<file path="src/rtl/arqfr_pkg.sv">
package arqfr_pkg;

   // Size of the sequence space and of the mark store.
   localparam int SEQ_COUNT = 64;
   localparam int SEQ_W = $clog2(SEQ_COUNT);
   localparam int EXP_W = $clog2(SEQ_COUNT + 1);

   // Byte that escapes the following byte in the stuffed stream.
   localparam logic [7:0] ESCAPE_BYTE = 8'h2F;

   // Per-frame marks held in the mark store.
   localparam logic [1:0] MARK_UNKNOWN = 2'd0;
   localparam logic [1:0] MARK_GOOD    = 2'd1;
   localparam logic [1:0] MARK_BAD     = 2'd2;

   // Reply kinds.
   localparam logic REPLY_ACK  = 1'b0;
   localparam logic REPLY_NACK = 1'b1;

   // Command queue between the byte front end and the window back end.
   localparam int QUEUE_DEPTH = 4;
   localparam int QUEUE_PTR_W = $clog2(QUEUE_DEPTH);
   localparam int QUEUE_CNT_W = $clog2(QUEUE_DEPTH + 1);

   // One end-of-frame command: the frame's number and its checksum verdict.
   typedef struct packed {
      logic [5:0] seq;
      logic       good;
   } frame_cmd_type;

   // Push request from the front end into the queue.
   typedef struct packed {
      logic          push;
      frame_cmd_type cmd;
   } cmd_push_type;

   // Queue status seen by both neighbors.
   typedef struct packed {
      logic full;
      logic empty;
   } queue_status_type;

   // Back end sequencer states.
   typedef enum logic [2:0] {
      ST_IDLE,
      ST_READ,
      ST_CHECK,
      ST_NACK,
      ST_FLUSH,
      ST_AHEAD
   } back_state_type;

endpackage

</file>
<file path="src/rtl/arqfr_req_if.sv">
interface arqfr_req_if;
   logic       valid;
   logic       ready;
   logic [7:0] data_byte;
   logic       frame_last;
   logic [5:0] frame_seq;
   logic [7:0] trailer_sum;

   modport source (output valid, output data_byte, output frame_last,
                   output frame_seq, output trailer_sum, input ready);
   modport sink   (input valid, input data_byte, input frame_last,
                   input frame_seq, input trailer_sum, output ready);
endinterface

</file>
<file path="src/rtl/arqfr_rsp_if.sv">
interface arqfr_rsp_if;
   logic       valid;
   logic       ready;
   logic       reply_kind;
   logic [5:0] reply_seq;
   logic       reply_last;

   modport source (output valid, output reply_kind, output reply_seq,
                   output reply_last, input ready);
   modport sink   (input valid, input reply_kind, input reply_seq,
                   input reply_last, output ready);
endinterface

</file>
<file path="src/rtl/arqfr_ram.sv">
module arqfr_ram #(
   parameter int WIDTH = 2,
   parameter int DEPTH = 64
) (
   input  logic                     clock,
   input  logic                     wr_en,
   input  logic [$clog2(DEPTH)-1:0] wr_addr,
   input  logic [WIDTH-1:0]         wr_data,
   input  logic                     rd_en,
   input  logic [$clog2(DEPTH)-1:0] rd_addr,
   output logic [WIDTH-1:0]         rd_data
);

   logic [WIDTH-1:0] mem_ff [DEPTH];
   logic [WIDTH-1:0] rd_data_ff;

   // One write port and one registered read port; read data holds between reads.
   always_ff @(posedge clock) begin
      if (wr_en) begin
         mem_ff[wr_addr] <= wr_data;
      end
      if (rd_en) begin
         rd_data_ff <= mem_ff[rd_addr];
      end
   end

   assign rd_data = rd_data_ff;

endmodule

</file>
<file path="src/rtl/arqfr_front.sv">
module arqfr_front import arqfr_pkg::*; (
   input  logic             clock,
   input  logic             reset,
   arqfr_req_if.sink        req_port,
   input  queue_status_type queue_status,
   output cmd_push_type     push_out
);

   logic       in_frame_ff, in_frame_in;
   logic       escape_ff, escape_in;
   logic [7:0] xor_ff, xor_in;
   logic       take;

   // Bytes are taken whenever the queue can hold a possible end-of-frame command.
   assign req_port.ready = !queue_status.full;
   assign take = req_port.valid && !queue_status.full;

   // Flag removal, destuffing and the running checksum.
   always_comb begin
      in_frame_in = in_frame_ff;
      escape_in   = escape_ff;
      xor_in      = xor_ff;
      push_out.push     = 1'b0;
      push_out.cmd.seq  = req_port.frame_seq;
      push_out.cmd.good = ((xor_ff ^ req_port.trailer_sum) == 8'd0);
      if (take) begin
         if (req_port.frame_last) begin
            // The closing flag ends the frame and hands its verdict on.
            push_out.push = 1'b1;
            in_frame_in   = 1'b0;
            escape_in     = 1'b0;
            xor_in        = 8'd0;
         end else if (!in_frame_ff) begin
            in_frame_in = 1'b1;
         end else if ((req_port.data_byte == ESCAPE_BYTE) && !escape_ff) begin
            escape_in = 1'b1;
         end else begin
            xor_in    = xor_ff ^ req_port.data_byte;
            escape_in = 1'b0;
         end
      end
   end

   always_ff @(posedge clock) begin
      if (reset) begin
         in_frame_ff <= 1'b0;
         escape_ff   <= 1'b0;
         xor_ff      <= 8'd0;
      end else begin
         in_frame_ff <= in_frame_in;
         escape_ff   <= escape_in;
         xor_ff      <= xor_in;
      end
   end

endmodule

</file>
<file path="src/rtl/arqfr_queue.sv">
module arqfr_queue import arqfr_pkg::*; (
   input  logic             clock,
   input  logic             reset,
   input  cmd_push_type     push_in,
   input  logic             pop,
   output queue_status_type queue_status,
   output frame_cmd_type    head
);

   frame_cmd_type          slot_ff [QUEUE_DEPTH];
   logic [QUEUE_PTR_W-1:0] wr_ptr_ff, wr_ptr_in;
   logic [QUEUE_PTR_W-1:0] rd_ptr_ff, rd_ptr_in;
   logic [QUEUE_CNT_W-1:0] count_ff, count_in;
   logic                   do_push;
   logic                   do_pop;

   assign queue_status.full  = (count_ff == QUEUE_CNT_W'(QUEUE_DEPTH));
   assign queue_status.empty = (count_ff == '0);
   assign head = slot_ff[rd_ptr_ff];

   assign do_push = push_in.push && !queue_status.full;
   assign do_pop  = pop && !queue_status.empty;

   // Pointer and fill-count update.
   always_comb begin
      wr_ptr_in = wr_ptr_ff;
      rd_ptr_in = rd_ptr_ff;
      count_in  = count_ff;
      if (do_push) begin
         wr_ptr_in = wr_ptr_ff + QUEUE_PTR_W'(1);
      end
      if (do_pop) begin
         rd_ptr_in = rd_ptr_ff + QUEUE_PTR_W'(1);
      end
      if (do_push && !do_pop) begin
         count_in = count_ff + QUEUE_CNT_W'(1);
      end else if (do_pop && !do_push) begin
         count_in = count_ff - QUEUE_CNT_W'(1);
      end
   end

   always_ff @(posedge clock) begin
      if (reset) begin
         wr_ptr_ff <= '0;
         rd_ptr_ff <= '0;
         count_ff  <= '0;
      end else begin
         wr_ptr_ff <= wr_ptr_in;
         rd_ptr_ff <= rd_ptr_in;
         count_ff  <= count_in;
      end
   end

   // Command slots carry payload only.
   always_ff @(posedge clock) begin
      if (do_push) begin
         slot_ff[wr_ptr_ff] <= push_in.cmd;
      end
   end

endmodule

</file>
<file path="src/rtl/arqfr_back.sv">
module arqfr_back import arqfr_pkg::*; (
   input  logic             clock,
   input  logic             reset,
   input  queue_status_type queue_status,
   input  frame_cmd_type    head,
   output logic             pop,
   arqfr_rsp_if.source      rsp_port
);

   back_state_type     state_ff, state_in;
   logic [EXP_W-1:0]   expected_ff, expected_in;
   logic [SEQ_W-1:0]   idx_ff, idx_in;
   logic               pend_ff, pend_in;
   logic [SEQ_COUNT-1:0] valid_ff, valid_in;

   logic               rsp_valid_ff, rsp_valid_in;
   logic               rsp_kind_ff;
   logic [5:0]         rsp_seq_ff;
   logic               rsp_last_ff;

   logic               emit;
   logic               emit_kind;
   logic [5:0]         emit_seq;
   logic               emit_last;

   logic               wr_en;
   logic               rd_en;
   logic [SEQ_W-1:0]   rd_addr;
   logic [1:0]         wr_data;
   logic [1:0]         rd_data;

   logic               slot_free;
   logic [1:0]         mark;
   logic               is_good;
   logic               is_bad;
   logic               at_end;
   logic               check_go;
   logic               head_in_range;
   logic [EXP_W-1:0]   head_exp;
   logic [SEQ_W-1:0]   head_idx;

   // Mark store; entries never written since reset read as unknown.
   arqfr_ram #(
      .WIDTH(2),
      .DEPTH(SEQ_COUNT)
   ) u_mark_ram (
      .clock   (clock),
      .wr_en   (wr_en),
      .wr_addr (head_idx),
      .wr_data (wr_data),
      .rd_en   (rd_en),
      .rd_addr (rd_addr),
      .rd_data (rd_data)
   );

   assign slot_free     = !rsp_valid_ff || rsp_port.ready;
   assign mark          = valid_ff[idx_ff] ? rd_data : MARK_UNKNOWN;
   assign is_good       = (mark == MARK_GOOD);
   assign is_bad        = (mark == MARK_BAD);
   assign at_end        = (idx_ff == SEQ_W'(SEQ_COUNT - 1));
   assign head_in_range = (32'(head.seq) < 32'(SEQ_COUNT));
   assign head_exp      = EXP_W'(head.seq);
   assign head_idx      = SEQ_W'(head.seq);
   assign wr_data       = head.good ? MARK_GOOD : MARK_BAD;

   // A walk step emits a transaction when an ACK is held back or the mark is bad.
   assign check_go = !(pend_ff || is_bad) || slot_free;

   // Next state.
   always_comb begin
      state_in = state_ff;
      case (state_ff)
         ST_IDLE: begin
            if (!queue_status.empty && head_in_range) begin
               if (head_exp == expected_ff) begin
                  state_in = ST_READ;
               end else if (head_exp > expected_ff) begin
                  state_in = ST_AHEAD;
               end
            end
         end
         ST_READ: begin
            state_in = ST_CHECK;
         end
         ST_CHECK: begin
            if (check_go) begin
               if (is_good) begin
                  state_in = at_end ? ST_FLUSH : ST_CHECK;
               end else if (is_bad) begin
                  state_in = pend_ff ? ST_NACK : ST_IDLE;
               end else begin
                  state_in = ST_IDLE;
               end
            end
         end
         ST_NACK, ST_FLUSH, ST_AHEAD: begin
            if (slot_free) begin
               state_in = ST_IDLE;
            end
         end
         default: begin
            state_in = ST_IDLE;
         end
      endcase
   end

   // Outputs and datapath updates per state.
   always_comb begin
      expected_in = expected_ff;
      idx_in      = idx_ff;
      pend_in     = pend_ff;
      valid_in    = valid_ff;
      pop         = 1'b0;
      wr_en       = 1'b0;
      rd_en       = 1'b0;
      rd_addr     = idx_ff;
      emit        = 1'b0;
      emit_kind   = REPLY_ACK;
      emit_seq    = 6'(idx_ff);
      emit_last   = 1'b1;
      case (state_ff)
         ST_IDLE: begin
            pend_in = 1'b0;
            if (!queue_status.empty) begin
               pop    = 1'b1;
               idx_in = head_idx;
               if (head_in_range) begin
                  wr_en              = 1'b1;
                  valid_in[head_idx] = 1'b1;
               end
            end
         end
         ST_READ: begin
            rd_en = 1'b1;
         end
         ST_CHECK: begin
            if (check_go) begin
               if (pend_ff) begin
                  // Release the held ACK; it is last only if the walk stops silently.
                  emit      = 1'b1;
                  emit_kind = REPLY_ACK;
                  emit_seq  = 6'(idx_ff - SEQ_W'(1));
                  emit_last = !(is_good || is_bad);
               end else if (is_bad) begin
                  emit      = 1'b1;
                  emit_kind = REPLY_NACK;
               end
               if (is_good) begin
                  pend_in = 1'b1;
                  if (!at_end) begin
                     idx_in  = idx_ff + SEQ_W'(1);
                     rd_en   = 1'b1;
                     rd_addr = idx_ff + SEQ_W'(1);
                  end
               end else begin
                  pend_in     = 1'b0;
                  expected_in = EXP_W'(idx_ff);
               end
            end
         end
         ST_NACK: begin
            if (slot_free) begin
               emit      = 1'b1;
               emit_kind = REPLY_NACK;
            end
         end
         ST_FLUSH: begin
            // Every mark up to the top was good: the window runs off the end.
            if (slot_free) begin
               emit        = 1'b1;
               emit_kind   = REPLY_ACK;
               pend_in     = 1'b0;
               expected_in = EXP_W'(SEQ_COUNT);
            end
         end
         ST_AHEAD: begin
            if (slot_free) begin
               emit      = 1'b1;
               emit_kind = REPLY_NACK;
               emit_seq  = 6'(expected_ff);
            end
         end
         default: begin
            pend_in = 1'b0;
         end
      endcase
   end

   assign rsp_valid_in = emit || (rsp_valid_ff && !rsp_port.ready);

   always_ff @(posedge clock) begin
      if (reset) begin
         state_ff     <= ST_IDLE;
         expected_ff  <= '0;
         idx_ff       <= '0;
         pend_ff      <= 1'b0;
         valid_ff     <= '0;
         rsp_valid_ff <= 1'b0;
      end else begin
         state_ff     <= state_in;
         expected_ff  <= expected_in;
         idx_ff       <= idx_in;
         pend_ff      <= pend_in;
         valid_ff     <= valid_in;
         rsp_valid_ff <= rsp_valid_in;
      end
   end

   // Output register payload.
   always_ff @(posedge clock) begin
      if (emit) begin
         rsp_kind_ff <= emit_kind;
         rsp_seq_ff  <= emit_seq;
         rsp_last_ff <= emit_last;
      end
   end

   assign rsp_port.valid      = rsp_valid_ff;
   assign rsp_port.reply_kind = rsp_kind_ff;
   assign rsp_port.reply_seq  = rsp_seq_ff;
   assign rsp_port.reply_last = rsp_last_ff;

endmodule

</file>
<file path="src/rtl/arq_frame_receiver_core.sv">
// Channel    Direction  Payload
// req_port   in         data_byte, frame_last, frame_seq, trailer_sum
// rsp_port   out        reply_kind, reply_seq, reply_last
//
// Bytes are taken whenever the four-entry command queue has room.
// A closing byte queues one command; the back end pops it and writes the mark, then a
// walk issues a read and visits marks in order, with a separate NACK step when a NACK
// follows ACKs or a flush step when it runs off the end; a frame ahead gets a NACK step.
// Reset clears the byte state, the queue, the expected number and the mark valid bits.
// A stalled reply holds the back end; the input stalls only once the queue is full.
module arq_frame_receiver_core import arqfr_pkg::*; (
   input logic         clock,
   input logic         reset,
   arqfr_req_if.sink   req_port,
   arqfr_rsp_if.source rsp_port
);

   cmd_push_type     push;
   queue_status_type queue_status;
   frame_cmd_type    head;
   logic             pop;

   // Byte front end: flags, destuffing and checksum.
   arqfr_front u_front (
      .clock        (clock),
      .reset        (reset),
      .req_port     (req_port),
      .queue_status (queue_status),
      .push_out     (push)
   );

   // End-of-frame commands waiting for the window logic.
   arqfr_queue u_queue (
      .clock        (clock),
      .reset        (reset),
      .push_in      (push),
      .pop          (pop),
      .queue_status (queue_status),
      .head         (head)
   );

   // Window back end: mark store, walk and replies.
   arqfr_back u_back (
      .clock        (clock),
      .reset        (reset),
      .queue_status (queue_status),
      .head         (head),
      .pop          (pop),
      .rsp_port     (rsp_port)
   );

endmodule

</file>
<file path="src/flat_wrapper.sv">
// flat-port wrapper written by rule: the top's interface ports become plain ports
module arq_frame_receiver_core_flat import arqfr_pkg::*;
  (clock, reset, req_port_valid, req_port_data_byte, req_port_frame_last, req_port_frame_seq, req_port_trailer_sum, req_port_ready, rsp_port_valid, rsp_port_reply_kind, rsp_port_reply_seq, rsp_port_reply_last, rsp_port_ready);
  arqfr_req_if req_port_i ();
  arqfr_rsp_if rsp_port_i ();
  input logic clock;
  input logic reset;
  input wire logic [$bits(req_port_i.valid)-1:0] req_port_valid;
  input wire logic [$bits(req_port_i.data_byte)-1:0] req_port_data_byte;
  input wire logic [$bits(req_port_i.frame_last)-1:0] req_port_frame_last;
  input wire logic [$bits(req_port_i.frame_seq)-1:0] req_port_frame_seq;
  input wire logic [$bits(req_port_i.trailer_sum)-1:0] req_port_trailer_sum;
  output wire logic [$bits(req_port_i.ready)-1:0] req_port_ready;
  output wire logic [$bits(rsp_port_i.valid)-1:0] rsp_port_valid;
  output wire logic [$bits(rsp_port_i.reply_kind)-1:0] rsp_port_reply_kind;
  output wire logic [$bits(rsp_port_i.reply_seq)-1:0] rsp_port_reply_seq;
  output wire logic [$bits(rsp_port_i.reply_last)-1:0] rsp_port_reply_last;
  input wire logic [$bits(rsp_port_i.ready)-1:0] rsp_port_ready;
  assign req_port_i.valid = req_port_valid;
  assign req_port_i.data_byte = req_port_data_byte;
  assign req_port_i.frame_last = req_port_frame_last;
  assign req_port_i.frame_seq = req_port_frame_seq;
  assign req_port_i.trailer_sum = req_port_trailer_sum;
  assign req_port_ready = req_port_i.ready;
  assign rsp_port_valid = rsp_port_i.valid;
  assign rsp_port_reply_kind = rsp_port_i.reply_kind;
  assign rsp_port_reply_seq = rsp_port_i.reply_seq;
  assign rsp_port_reply_last = rsp_port_i.reply_last;
  assign rsp_port_i.ready = rsp_port_ready;
  arq_frame_receiver_core u_core (.clock(clock), .reset(reset), .req_port(req_port_i), .rsp_port(rsp_port_i));
endmodule
</file>
<file path="config.mk">
export PLATFORM = sky130hd
export DESIGN_NAME = arq_frame_receiver_core_flat
export DESIGN_NICKNAME = d
export VERILOG_FILES = /design/src/rtl/arqfr_pkg.sv /design/src/rtl/arqfr_req_if.sv /design/src/rtl/arqfr_rsp_if.sv /design/src/rtl/arqfr_ram.sv /design/src/rtl/arqfr_front.sv /design/src/rtl/arqfr_queue.sv /design/src/rtl/arqfr_back.sv /design/src/rtl/arq_frame_receiver_core.sv /design/src/flat_wrapper.sv
export SDC_FILE = /design/constraint.sdc
export NUM_CORES = 1
export LEC_CHECK = 0
export BUFFER_PORTS_ARGS = -buffer_cell sky130_fd_sc_hd__buf_2
export CAP_MARGIN = 20
export CORE_MARGIN = 1.5
export CORE_UTILIZATION = 46
export DETAILED_ROUTE_END_ITERATION = 8
export GPL_TIMING_DRIVEN = 0
export MAX_ROUTING_LAYER = met4
export PLACE_DENSITY = 0.66
export SKIP_LAST_GASP = 1
export SLEW_MARGIN = 40
export SYNTH_ARGS = -nofsm -noshare
export SYNTH_HDL_FRONTEND = slang
export SYNTH_HIERARCHICAL = 1
export SYNTH_SLANG_ARGS = --single-unit
</file>
<file path="constraint.sdc">
create_clock -name clock -period 6.1 [get_ports clock]
set_clock_uncertainty 0.05 [all_clocks]
set_input_delay 1.22 -clock clock [delete_from_list [all_inputs] [get_ports clock]]
set_output_delay 1.22 -clock clock [all_outputs]
set_load 0.005 [all_outputs]
</file>
Word-level counts from Yosys, hierarchy flattened
Memories as Yosys holds them, arrays and structs flattened. A register that Yosys moved wholly into a read port is not among the register bits.
Cells that the tools add are included.
- add/sub/neg operators: 6
- order comparisons: 4
- equal/unequal tests: 18
- mux-type cells: 65
- bitwise gates (word level): 5
- reductions and logical operators: 40
- operator list (kind ; number):
    $or A64 B64 Y64 ; 1
    $mux W6 ; 8
    $mux W3 ; 9
    $mux W1 ; 26
    $mux W8 ; 3
    $pmux W6 S2 ; 2
    $mux W7 ; 3
    $xor A8 B8 Y8 ; 2
    $lt A6 B7 Y1 const B ; 2
    $pmux W7 S2 ; 1
    $mux W2 ; 6
    $pmux W3 S4 ; 1
    $ne A2 B2 Y1 const B ; 5
    $eq A3 B3 Y1 const B ; 3
    $logic_not A1 Y1 ; 9
    $reduce_and A3 Y1 ; 3
    $eq A8 B6 Y1 const B ; 1
    $logic_and A1 B1 Y1 ; 8
    $logic_not A8 Y1 ; 1
    $reduce_and A4 Y1 ; 2
    $reduce_bool A2 Y1 ; 4
    $eq A6 B7 Y1 ; 1
    $gt A6 B7 Y1 ; 1
    $add A6 B1 Y6 const B ; 1
    other kinds (22) ; 35
- bits in registers: 107
- RAM bits: 156
- input bits: 27
- output and inout bits: 10
- word-level logic and storage cells: 155
- memories kept: 2
- memory list (memory ; depth ; bits a word ; rd ports ; clocked after memory_dff ; write ports ; line ; source):
    u_core.u_back.u_mark_ram.mem_ff ; 64 ; 2 ; 1 ; 1 ; 1 ; arqfr_ram.sv:14 ; logic [WIDTH-1:0] mem_ff [DEPTH];
    u_core.u_queue.slot_ff ; 4 ; 7 ; 1 ; 1 ; 1 ; arqfr_queue.sv:10 ; frame_cmd_type slot_ff [QUEUE_DEPTH];

Depth between registers and ports, before layout
Gate-level depths: netlist of run 1.
- depth after elaboration: 10
- gate-level depth with buffers: 22
- mapped depth without buffers: 18

Hierarchy
The synthesis of run 1 kept the hierarchy.
- modules (own cells, without submodules) (module ; instances ; cells an instance ; area each (µm²) ; sequential area each (µm²)):
    arqfr_ram ; 1 ; 324 ; 5417.7 ; 3903.7
    arqfr_back ; 1 ; 531 ; 4500.6 ; 1881.8
    arqfr_queue ; 1 ; 85 ; 1477.7 ; 1021.0
    arqfr_front ; 1 ; 74 ; 636.9 ; 200.2

Least setup slack after synthesis of run 1
OpenSTA, ideal clock, no wires.
- path kind: reg-to-reg
- from: reg u_core.u_back.idx_ff[0]
- to: reg u_core.u_back.u_mark_ram.rd_data_ff[0], in the netlist u_core/u_back/u_mark_ram/rd_data[0], read port of u_core.u_back.u_mark_ram.mem_ff (data pin)
- library setup time: 0.259 ns
- data arrival time: 4.130 ns
- setup slack: 1.661 ns
- stages on the path, launching flop included: 20
- buffers on the path: 4
- clock period less this slack: 4.439 ns
- cells stage by stage: dfxtp_1 -> buf_4 -> mux4_2 -> a22oi_1 -> nand2_1 -> a311o_1 -> and2_1 -> ha_1 -> nor2_1 -> o21a_1 -> and3_1 -> clkbuf_2 -> xnor2_1 -> buf_6 -> buf_6 -> mux4_2 -> a22oi_1 -> a21o_1 -> a21oi_1 -> a211o_1
- longest elaborated chain between the ends: 9
- RTL lines (what ; line ; source):
    start, declared ; arqfr_back.sv:12 ; logic [SEQ_W-1:0] idx_ff, idx_in;
    start signal, assigned ; arqfr_back.sv:202 ; idx_ff <= idx_in;
    $bmux W1 S6 ; arqfr_back.sv:57 ; assign mark = valid_ff[idx_ff] ? rd_data : MARK_UNKNOWN;
    $mux W1 (not written as such) ; arqfr_back.sv:57 ;
    $mux W2 ; arqfr_back.sv:57 ;
    $eq A2 B2 Y1 ; arqfr_back.sv:59 ; assign is_bad = (mark == MARK_BAD);
    $logic_or A1 B1 Y1 ; arqfr_back.sv:67 ; assign check_go = !(pend_ff || is_bad) || slot_free;
    $logic_not A1 Y1 ; arqfr_back.sv:67 ;
    $logic_or A1 B1 Y1 ; arqfr_back.sv:67 ;
    $mux W6 ; -- ;
    $mux W6 (*) ; arqfr_back.sv:121 ; case (state_ff)
    via u_core.u_back.rd_addr[0] ; arqfr_back.sv:28 ; logic [SEQ_W-1:0] rd_addr;
    end, declared ; arqfr_ram.sv:15 ; logic [WIDTH-1:0] rd_data_ff;
Mark *: on every way through the listed nets, which the timed path passes. The rest lies on a longest branch. The select of a mux whose other input is x is not followed.
A chain may end at the register's enable or synchronous reset.

Worst setup path after layout of run 1
- from: reg u_core.u_back.idx_ff[1]
- to: reg u_core.u_back.u_mark_ram.rd_data_ff[0], in the netlist u_core/u_back/u_mark_ram/rd_data[0], read port of u_core.u_back.u_mark_ram.mem_ff (data pin)
Same word-level chain as after synthesis.

==> impl_metrics.ini, run 1 <==
[outcome]
status = finished clean

[grt]
grt_pass1_wl_um = 42000
grt_overflow = 0
grt_max_degree = 66
grt_pass1_vias = 7800
grt_usage = 0.207
antenna_found_initial = 0

[timing]
max_slew_margin = 0.439
fmax_ghz = 0.178
final.setup.tns_ns = 0
fin_crit_sh = 0.923
holdWs_ns = 0.412
setup_viol = 0
rsz0062_at_grt = false
finalHoldViolations = 0
tightest_slew_ns = 0.836
slew_violations = 0
finalCriticalPeriod_ns = 5.63

[detailed_routing]
initialDrtViolationCount = 746
drc = 0
dr.pass1.iters = 5
ant_nets = 0
vias_per_cell = 5.70
dr_total_vias = 8144
postRouteWirelength_um = 26800
routedWlPerCell_um = 18.8

[run]
cap_violations = 0

[logic_synthesis]
syn_area_um2 = 12000
ys_seq_area_frac = 0.582
ys_seq_elements = 267
async_flop_share = 0
syn_inst = 1014
ys_warn_count = 6
synth_ff_type = edfxtp_1
syn_nets = 1058
synth_edf_count = 166
syn_avg_cell_area_um2 = 11.9
synth_cell_types = 69

[cts]
post_cts_resize_count = 0
post_cts_buffers = 0
h-tree-depth = 1
cts-root-buf = clkbuf_16
path_clk_slew_ns = 0.06
cts_tree = done
cts_hold_buf = 0
cts_inserted_buffers = 29
cts_buffer_depth = 3
clk_latency_ns = 0.55
clock_sinks = 267

[finish]
syn_to_final_growth_pct = 12.7
final_common_cell = nor2_1
layout-drive-gt1-share = 0.152
layout_common_cells = nor2_1 (175), edfxtp_1 (166), dfxtp_1 (101), a21oi_1 (93), nand2_1 (47)
diodes = 0
instances_no_fill = 1430
utilization = 0.525
finalNetCount = 1118

[setup_path]
required_ns = 6.34
cpMaxStageDelayCell = clkbuf_1
crit_type = register to register
arrival_ns = 5.87
endpoint_kind = register
path_buf_inv = 4
crit_family = compound AO/OA/AOI/OAI gates
crit_fanout = 10
cp-start-kind = register
critPathMaxStageDelay_ns = 0.66
cp_cell_sequence = buf_2, buf_2, mux2i_1, a22oi_1, nand3_1, a41oi_1, a311o_1, and2_1, ha_1, nor2_1, o21a_1, and3_1, clkbuf_2, nand2_1, o21ai_0, clkbuf_1, mux4_2, a22oi_1, a21oi_1, a211o_1

[placed_design]
numPortBuffers = 29
post-dp-hpwl_um = 17800
routabilityCongestion = 0.842
placed_cells = 1378

[power_and_ir_drop]
power.density_nw_per_um2 = 428
max-vdd-ir-drop_mv = 0.230
power_leakage_nw = 4.45

[floorplan]
core-area_um2 = 25800
initial_core_util = 0.466
num_rows = 59
ios = 37
die_h_um = 165
die_x_um = 165
die_area_um2 = 27100

[min_path]
hold_path_class = register to register
[state kept, by name (all words and copies together), names as in the netlist, 2 cells and up, named ones only]
register / cells
u_core/u_back/expected_ff: 7
u_core/u_back/idx_ff: 6
u_core/u_back/rsp_port.reply_seq: 6
u_core/u_back/state_ff: 3
u_core/u_back/u_mark_ram/mem_ff: 128
u_core/u_back/u_mark_ram/rd_data: 2
u_core/u_back/valid_ff: 64
u_core/u_front/xor_ff: 8
u_core/u_queue/count_ff: 3
u_core/u_queue/rd_ptr_ff: 2
u_core/u_queue/slot_ff: 28
u_core/u_queue/wr_ptr_ff: 2
[layer usage]
| layer | up-vias | global-route usage | part of all wire |
|---|---|---|---|
| met2 | 243 | 0.319 | 0.46 |
| met1 | 4002 | 0.284 | 0.45 |
| met3 | 55 | 0.0279 | 0.060 |
| met5 | - | - | 0 |
| met4 | 0 | 0.0688 | 0.027 |
| li1 | 3844 | - | - |
[through the flow]
| step | worst slack (ns) | power (W) | cell area (µm²) |
|---|---|---|---|
| 2_1_floorplan | 1.66 | 0.00357 | 12000 |
| 3_3_place_gp | 0.605 | 0.00408 | 12600 |
| 3_5_place_dp | 0.587 | 0.00410 | 12600 |
| 4_1_cts | 0.551 | 0.00582 | 13500 |
| 5_1_grt | 0.209 | 0.00607 | 13600 |
| 6_report | 0.471 | 0.00580 | 13600 |
[logic make-up after synthesis]
| group | count (synthesis) | share of synthesized area |
|---|---|---|
| and+or+nand+nor | 370 | 0.154 |
| DFF | 267 | 0.582 |
| AOI/OAI and AO/OA | 188 | 0.0941 |
| buffers and inverters | 83 | 0.0334 |
| muxes | 73 | 0.107 |
| adders and majority gates | 17 | 0.0183 |
| xor gates and xnor gates | 16 | 0.0116 |
[where the power goes]
group / internal (W) / leakage [nW] / switching, W / total (W)
sequential: 0.00213 / 2.31 / 0.0000621 / 0.00219
clock: 0.00102 / 0.449 / 0.000692 / 0.00171
combinational: 0.000687 / 1.69 / 0.00121 / 0.00190
[area by class of cell]
class	instances	area, µm²
well taps	335	419
inverters	18	75.1
plain buffers	65	329
clock buffers	41	822
repair buffers	29	145
clock inverters	11	118
flip-flops and latches	267	7010
fillers	2261	12300
multi-input cells	664	4640
[worst register-to-register path: cells and delay by family, from the launching register on]
kind,cells,cell delay (ns)
and+or+nand+nor,5,0.74
AOI/OAI and AO/OA,8,1.70
DFF,1,0.35
adders and majority gates,1,0.22
buffers and inverters,4,1.57
muxes,2,0.74
[cells in the mapped netlist (4+ instances only)]
cell type    n  area share
nand2b_1    21       0.011
dfxtp_1    101        0.17
or3_1        7      0.0036
buf_2       13      0.0054
or3b_1       5      0.0036
inv_1       17      0.0053
nor2_4       6      0.0056
nor2b_1     19      0.0099
o211ai_1     4      0.0025
mux2i_1     28       0.023
a211oi_1     4      0.0025
nand3_1     20      0.0083
nand3b_1    12      0.0075
mux4_2      44       0.082
and2_1      11      0.0057
xnor2_1     10      0.0073
nand4_1      7      0.0036
xor2_1       6      0.0044
nor3_1      12      0.0050
edfxtp_1   166        0.41
and3_1       5      0.0026
nand2_1     47       0.015
nor2_1     175       0.055
o31ai_1      5      0.0031
o21ai_0     29       0.012
a22o_1       4      0.0029
buf_4        8      0.0050
ha_1        16       0.017
buf_1        6      0.0019
a21oi_1     93       0.039
buf_6        5      0.0047
a22oi_1     18       0.011
a21o_1       4      0.0025
a31oi_1      6      0.0031
clkbuf_1    32       0.010
[final timing paths]
path / slack, ns / start / depth (start not counted) / endpoint
setup / recovery: 0.47 / u_core/u_back/idx_ff[1]$_SDFFE_PP0P_ / 20 / u_core/u_back/u_mark_ram/rd_data[0]$_DFFE_PP_
hold / removal: 0.41 / u_core/u_back/valid_ff[6]$_SDFFE_PP0P_ / 2 / u_core/u_back/valid_ff[6]$_SDFFE_PP0P_
setup reg to reg: 0.47 / u_core/u_back/idx_ff[1]$_SDFFE_PP0P_ / 20 / u_core/u_back/u_mark_ram/rd_data[0]$_DFFE_PP_
hold reg to reg: 0.41 / u_core/u_back/valid_ff[6]$_SDFFE_PP0P_ / 2 / u_core/u_back/valid_ff[6]$_SDFFE_PP0P_
Note: power is estimated with default switching activity, not from simulation.
==> inputs of run 2 (changes only) <==
--- a/config.mk
+++ b/config.mk
@@ -8,14 +8,13 @@
 export BUFFER_PORTS_ARGS = -buffer_cell sky130_fd_sc_hd__buf_2
 export CAP_MARGIN = 20
 export CORE_MARGIN = 1.5
-export CORE_UTILIZATION = 46
+export CORE_UTILIZATION = 50
 export DETAILED_ROUTE_END_ITERATION = 8
 export GPL_TIMING_DRIVEN = 0
 export MAX_ROUTING_LAYER = met4
-export PLACE_DENSITY = 0.66
+export PLACE_DENSITY = 0.7
 export SKIP_LAST_GASP = 1
 export SLEW_MARGIN = 40
 export SYNTH_ARGS = -nofsm -noshare
 export SYNTH_HDL_FRONTEND = slang
-export SYNTH_HIERARCHICAL = 1
 export SYNTH_SLANG_ARGS = --single-unit
==> run 2 against run 1 <==
Sequential power hardly changed. Cell area increased by 4.4%. Area after synthesis grew 4.6%. Final cell count increased by 5.7%. Clock power grew 4%. Total power up 1.8%. Worst hold slack lost 0.011 ns. Synthesized cell count is 8.5% higher. Register-to-register slack worse by 0.096 ns.
==> impl_metrics.ini, run 2 <==
[cts]
h-tree-depth = 1
clock_sinks = 267
cts_hold_buf = 0
cts_inserted_buffers = 28
clk_latency_ns = 0.55
cts_tree = done
path_clk_slew_ns = 0.07
cts-root-buf = clkbuf_16
post_cts_resize_count = 0
cts_buffer_depth = 3
post_cts_buffers = 0

[min_path]
hold_path_class = register to register

[logic_synthesis]
synth.area.top_cells = edfxtp_1 (40%), dfxtp_1 (16%), mux4_2 (7.3%)
synth_edf_count = 166
ys_warn_count = 0
syn_nets = 1143
synth_most_common_cell = nor2_1
syn_avg_cell_area_um2 = 11.4
synth_top_area_frac = 0.396
async_flop_share = 0
ys_top_cells_by_count = nor2_1 (230), edfxtp_1 (166), dfxtp_1 (101), nand2_1 (63), mux2i_1 (62)
syn_area_um2 = 12600
ys_seq_elements = 267
synth_cell_types = 69
synth_ff_type = edfxtp_1
ys_seq_area_frac = 0.557
syn_inst = 1100
yosys.area.top_type = edfxtp_1

[placed_design]
post-dp-hpwl_um = 23800
pre_cts_ws_ns = 0.497
routabilityCongestion = 0.932
numPortBuffers = 35
placed_cells = 1460
dpl-instance-area_um2 = 13200

[finish]
regMostFlops = u_core.u_back.u_mark_ram.mem_ff
layout_common_cells = nor2_1 (230), edfxtp_1 (166), dfxtp_1 (101), nand2_1 (63), mux2i_1 (62)
final_common_cell = nor2_1
finalNetCount = 1209
layout-drive-gt1-share = 0.164
reg.largest.list = u_core.u_back.u_mark_ram.mem_ff x128, u_core.u_back.valid_ff x64, u_core.u_queue.slot_ff x28
largest_register_ffs = 128
finalInstanceArea_um2 = 14200
nFillCells = 2080
diodes = 0
instances_no_fill = 1512
syn_to_final_growth_pct = 12.5

[detailed_routing]
drc = 0
postRouteWirelength_um = 34700
ant_nets = 0
initialDrtViolationCount = 1240
vias_per_cell = 6.31
dr.pass1.iters = 6
dr_total_vias = 9545
routedWlPerCell_um = 22.9

[power_and_ir_drop]
power.density_nw_per_um2 = 417
max-vdd-ir-drop_mv = 0.328
power_leakage_nw = 4.76

[timing]
tightest_slew_ns = 0.910
slew_violations = 0
final.setup.tns_ns = 0
holdWs_ns = 0.402
fin_crit_sh = 0.939
fmax_ghz = 0.175
rsz0062_at_grt = false
max_slew_margin = 0.393
finalCriticalPeriod_ns = 5.73
worst_slack_ns = 0.374
setup_viol = 0
finalHoldViolations = 0

[setup_path]
crit_type = register to register
cpMaxStageDelayCell = clkbuf_1
crit_fanout = 10
cpMostUsedCell = mux4_2
cp_cell_sequence = buf_4, buf_6, mux4_2, mux4_2, mux4_2, nand2_1, inv_1, ha_1, nor2_2, o211ai_2, o21ai_2, clkbuf_1, o221ai_1, a221oi_1, nor4_1, nor3_2
required_ns = 6.43
endpoint_kind = register
arrival_ns = 6.06
critPathMaxStageDelay_ns = 0.57
cp-start-kind = register

[floorplan]
core-area_um2 = 24500
die_x_um = 162
die_area_um2 = 26100
initial_core_util = 0.513
num_rows = 57
die_h_um = 162
ios = 37

[grt]
grt_overflow = 0
grt_max_degree = 66
antenna_found_initial = 0
grt_usage = 0.277
grt_pass1_vias = 9092
grt_pass1_wl_um = 53000

[outcome]
status = finished clean

[run]
cap_violations = 0
-- run 2: through the flow --
step	utilization	total power [W]
finish	0.577	0.00590
detailed placement	0.538	0.00411
global route	0.577	0.00612
global placement	0.537	0.00407
CTS	0.577	0.00587
floorplan	-	0.00351
-- run 2: kinds of logic (layout without fill, tap and decap cells) --
group                      after synthesis  count (layout)  share of synthesized area
adders and majority gates               16              16                     0.0165
AOI/OAI and AO/OA                      190             190                      0.107
muxes                                  114             114                      0.133
DFF                                    267             267                      0.557
xor gates and xnor gates                19              19                     0.0132
buffers and inverters                   87             175                     0.0301
and+or+nand+nor                        407             407                      0.143
-- run 2: worst max-delay path: cells and delay by family, from the launching register on --
family                     cells  cell delay [ns]
muxes                          3             1.61
AOI/OAI and AO/OA              4             1.43
buffers and inverters          4             1.13
and+or+nand+nor                4             0.73
DFF                            1             0.33
adders and majority gates      1             0.24
-- run 2: area by class of cell --
type                       count  area [µm²]  share of cell area
sequential                   267        7010               0.495
multi-input combinational    746        5200               0.367
clock buffer                  44         843              0.0596
tap                          324         405              0.0286
buffer                        66         304              0.0215
timing repair buffer          36         195              0.0138
clock inverter                 8         118             0.00831
inverter                      21        81.3             0.00575
-- run 2: final timing paths --
| kind | to | from | cells past startpoint | slack [ns] |
|---|---|---|---|---|
| worst min register to register | u_core.u_back.expected_ff[4]$_SDFFE_PP0P_ | u_core.u_back.expected_ff[4]$_SDFFE_PP0P_ | 2 | 0.40 |
| worst min-delay path | u_core.u_back.expected_ff[4]$_SDFFE_PP0P_ | u_core.u_back.expected_ff[4]$_SDFFE_PP0P_ | 2 | 0.40 |
| worst max register to register | u_core.u_back.u_mark_ram.rd_data[0]$_DFFE_PP_ | u_core.u_back.idx_ff[0]$_SDFFE_PP0P_ | 16 | 0.37 |
| worst max-delay path | u_core.u_back.u_mark_ram.rd_data[0]$_DFFE_PP_ | u_core.u_back.idx_ff[0]$_SDFFE_PP0P_ | 16 | 0.37 |
-- run 2: metal layers --
| layer | up-vias | wire (µm) | track usage |
|---|---|---|---|
| li1 | 4223 | - | - |
| met1 | 4615 | 13700 | 0.367 |
| met2 | 593 | 15900 | 0.429 |
| met3 | 114 | 3710 | 0.0473 |
| met4 | 0 | 1370 | 0.105 |
| met5 | - | 0 | - |
-- run 2: power by group --
| part | total, W | switching [W] | internal (W) |
|---|---|---|---|
| logic | 0.00193 | 0.00127 | 0.000666 |
| clock network | 0.00177 | 0.000699 | 0.00107 |
| registers | 0.00220 | 0.0000627 | 0.00213 |
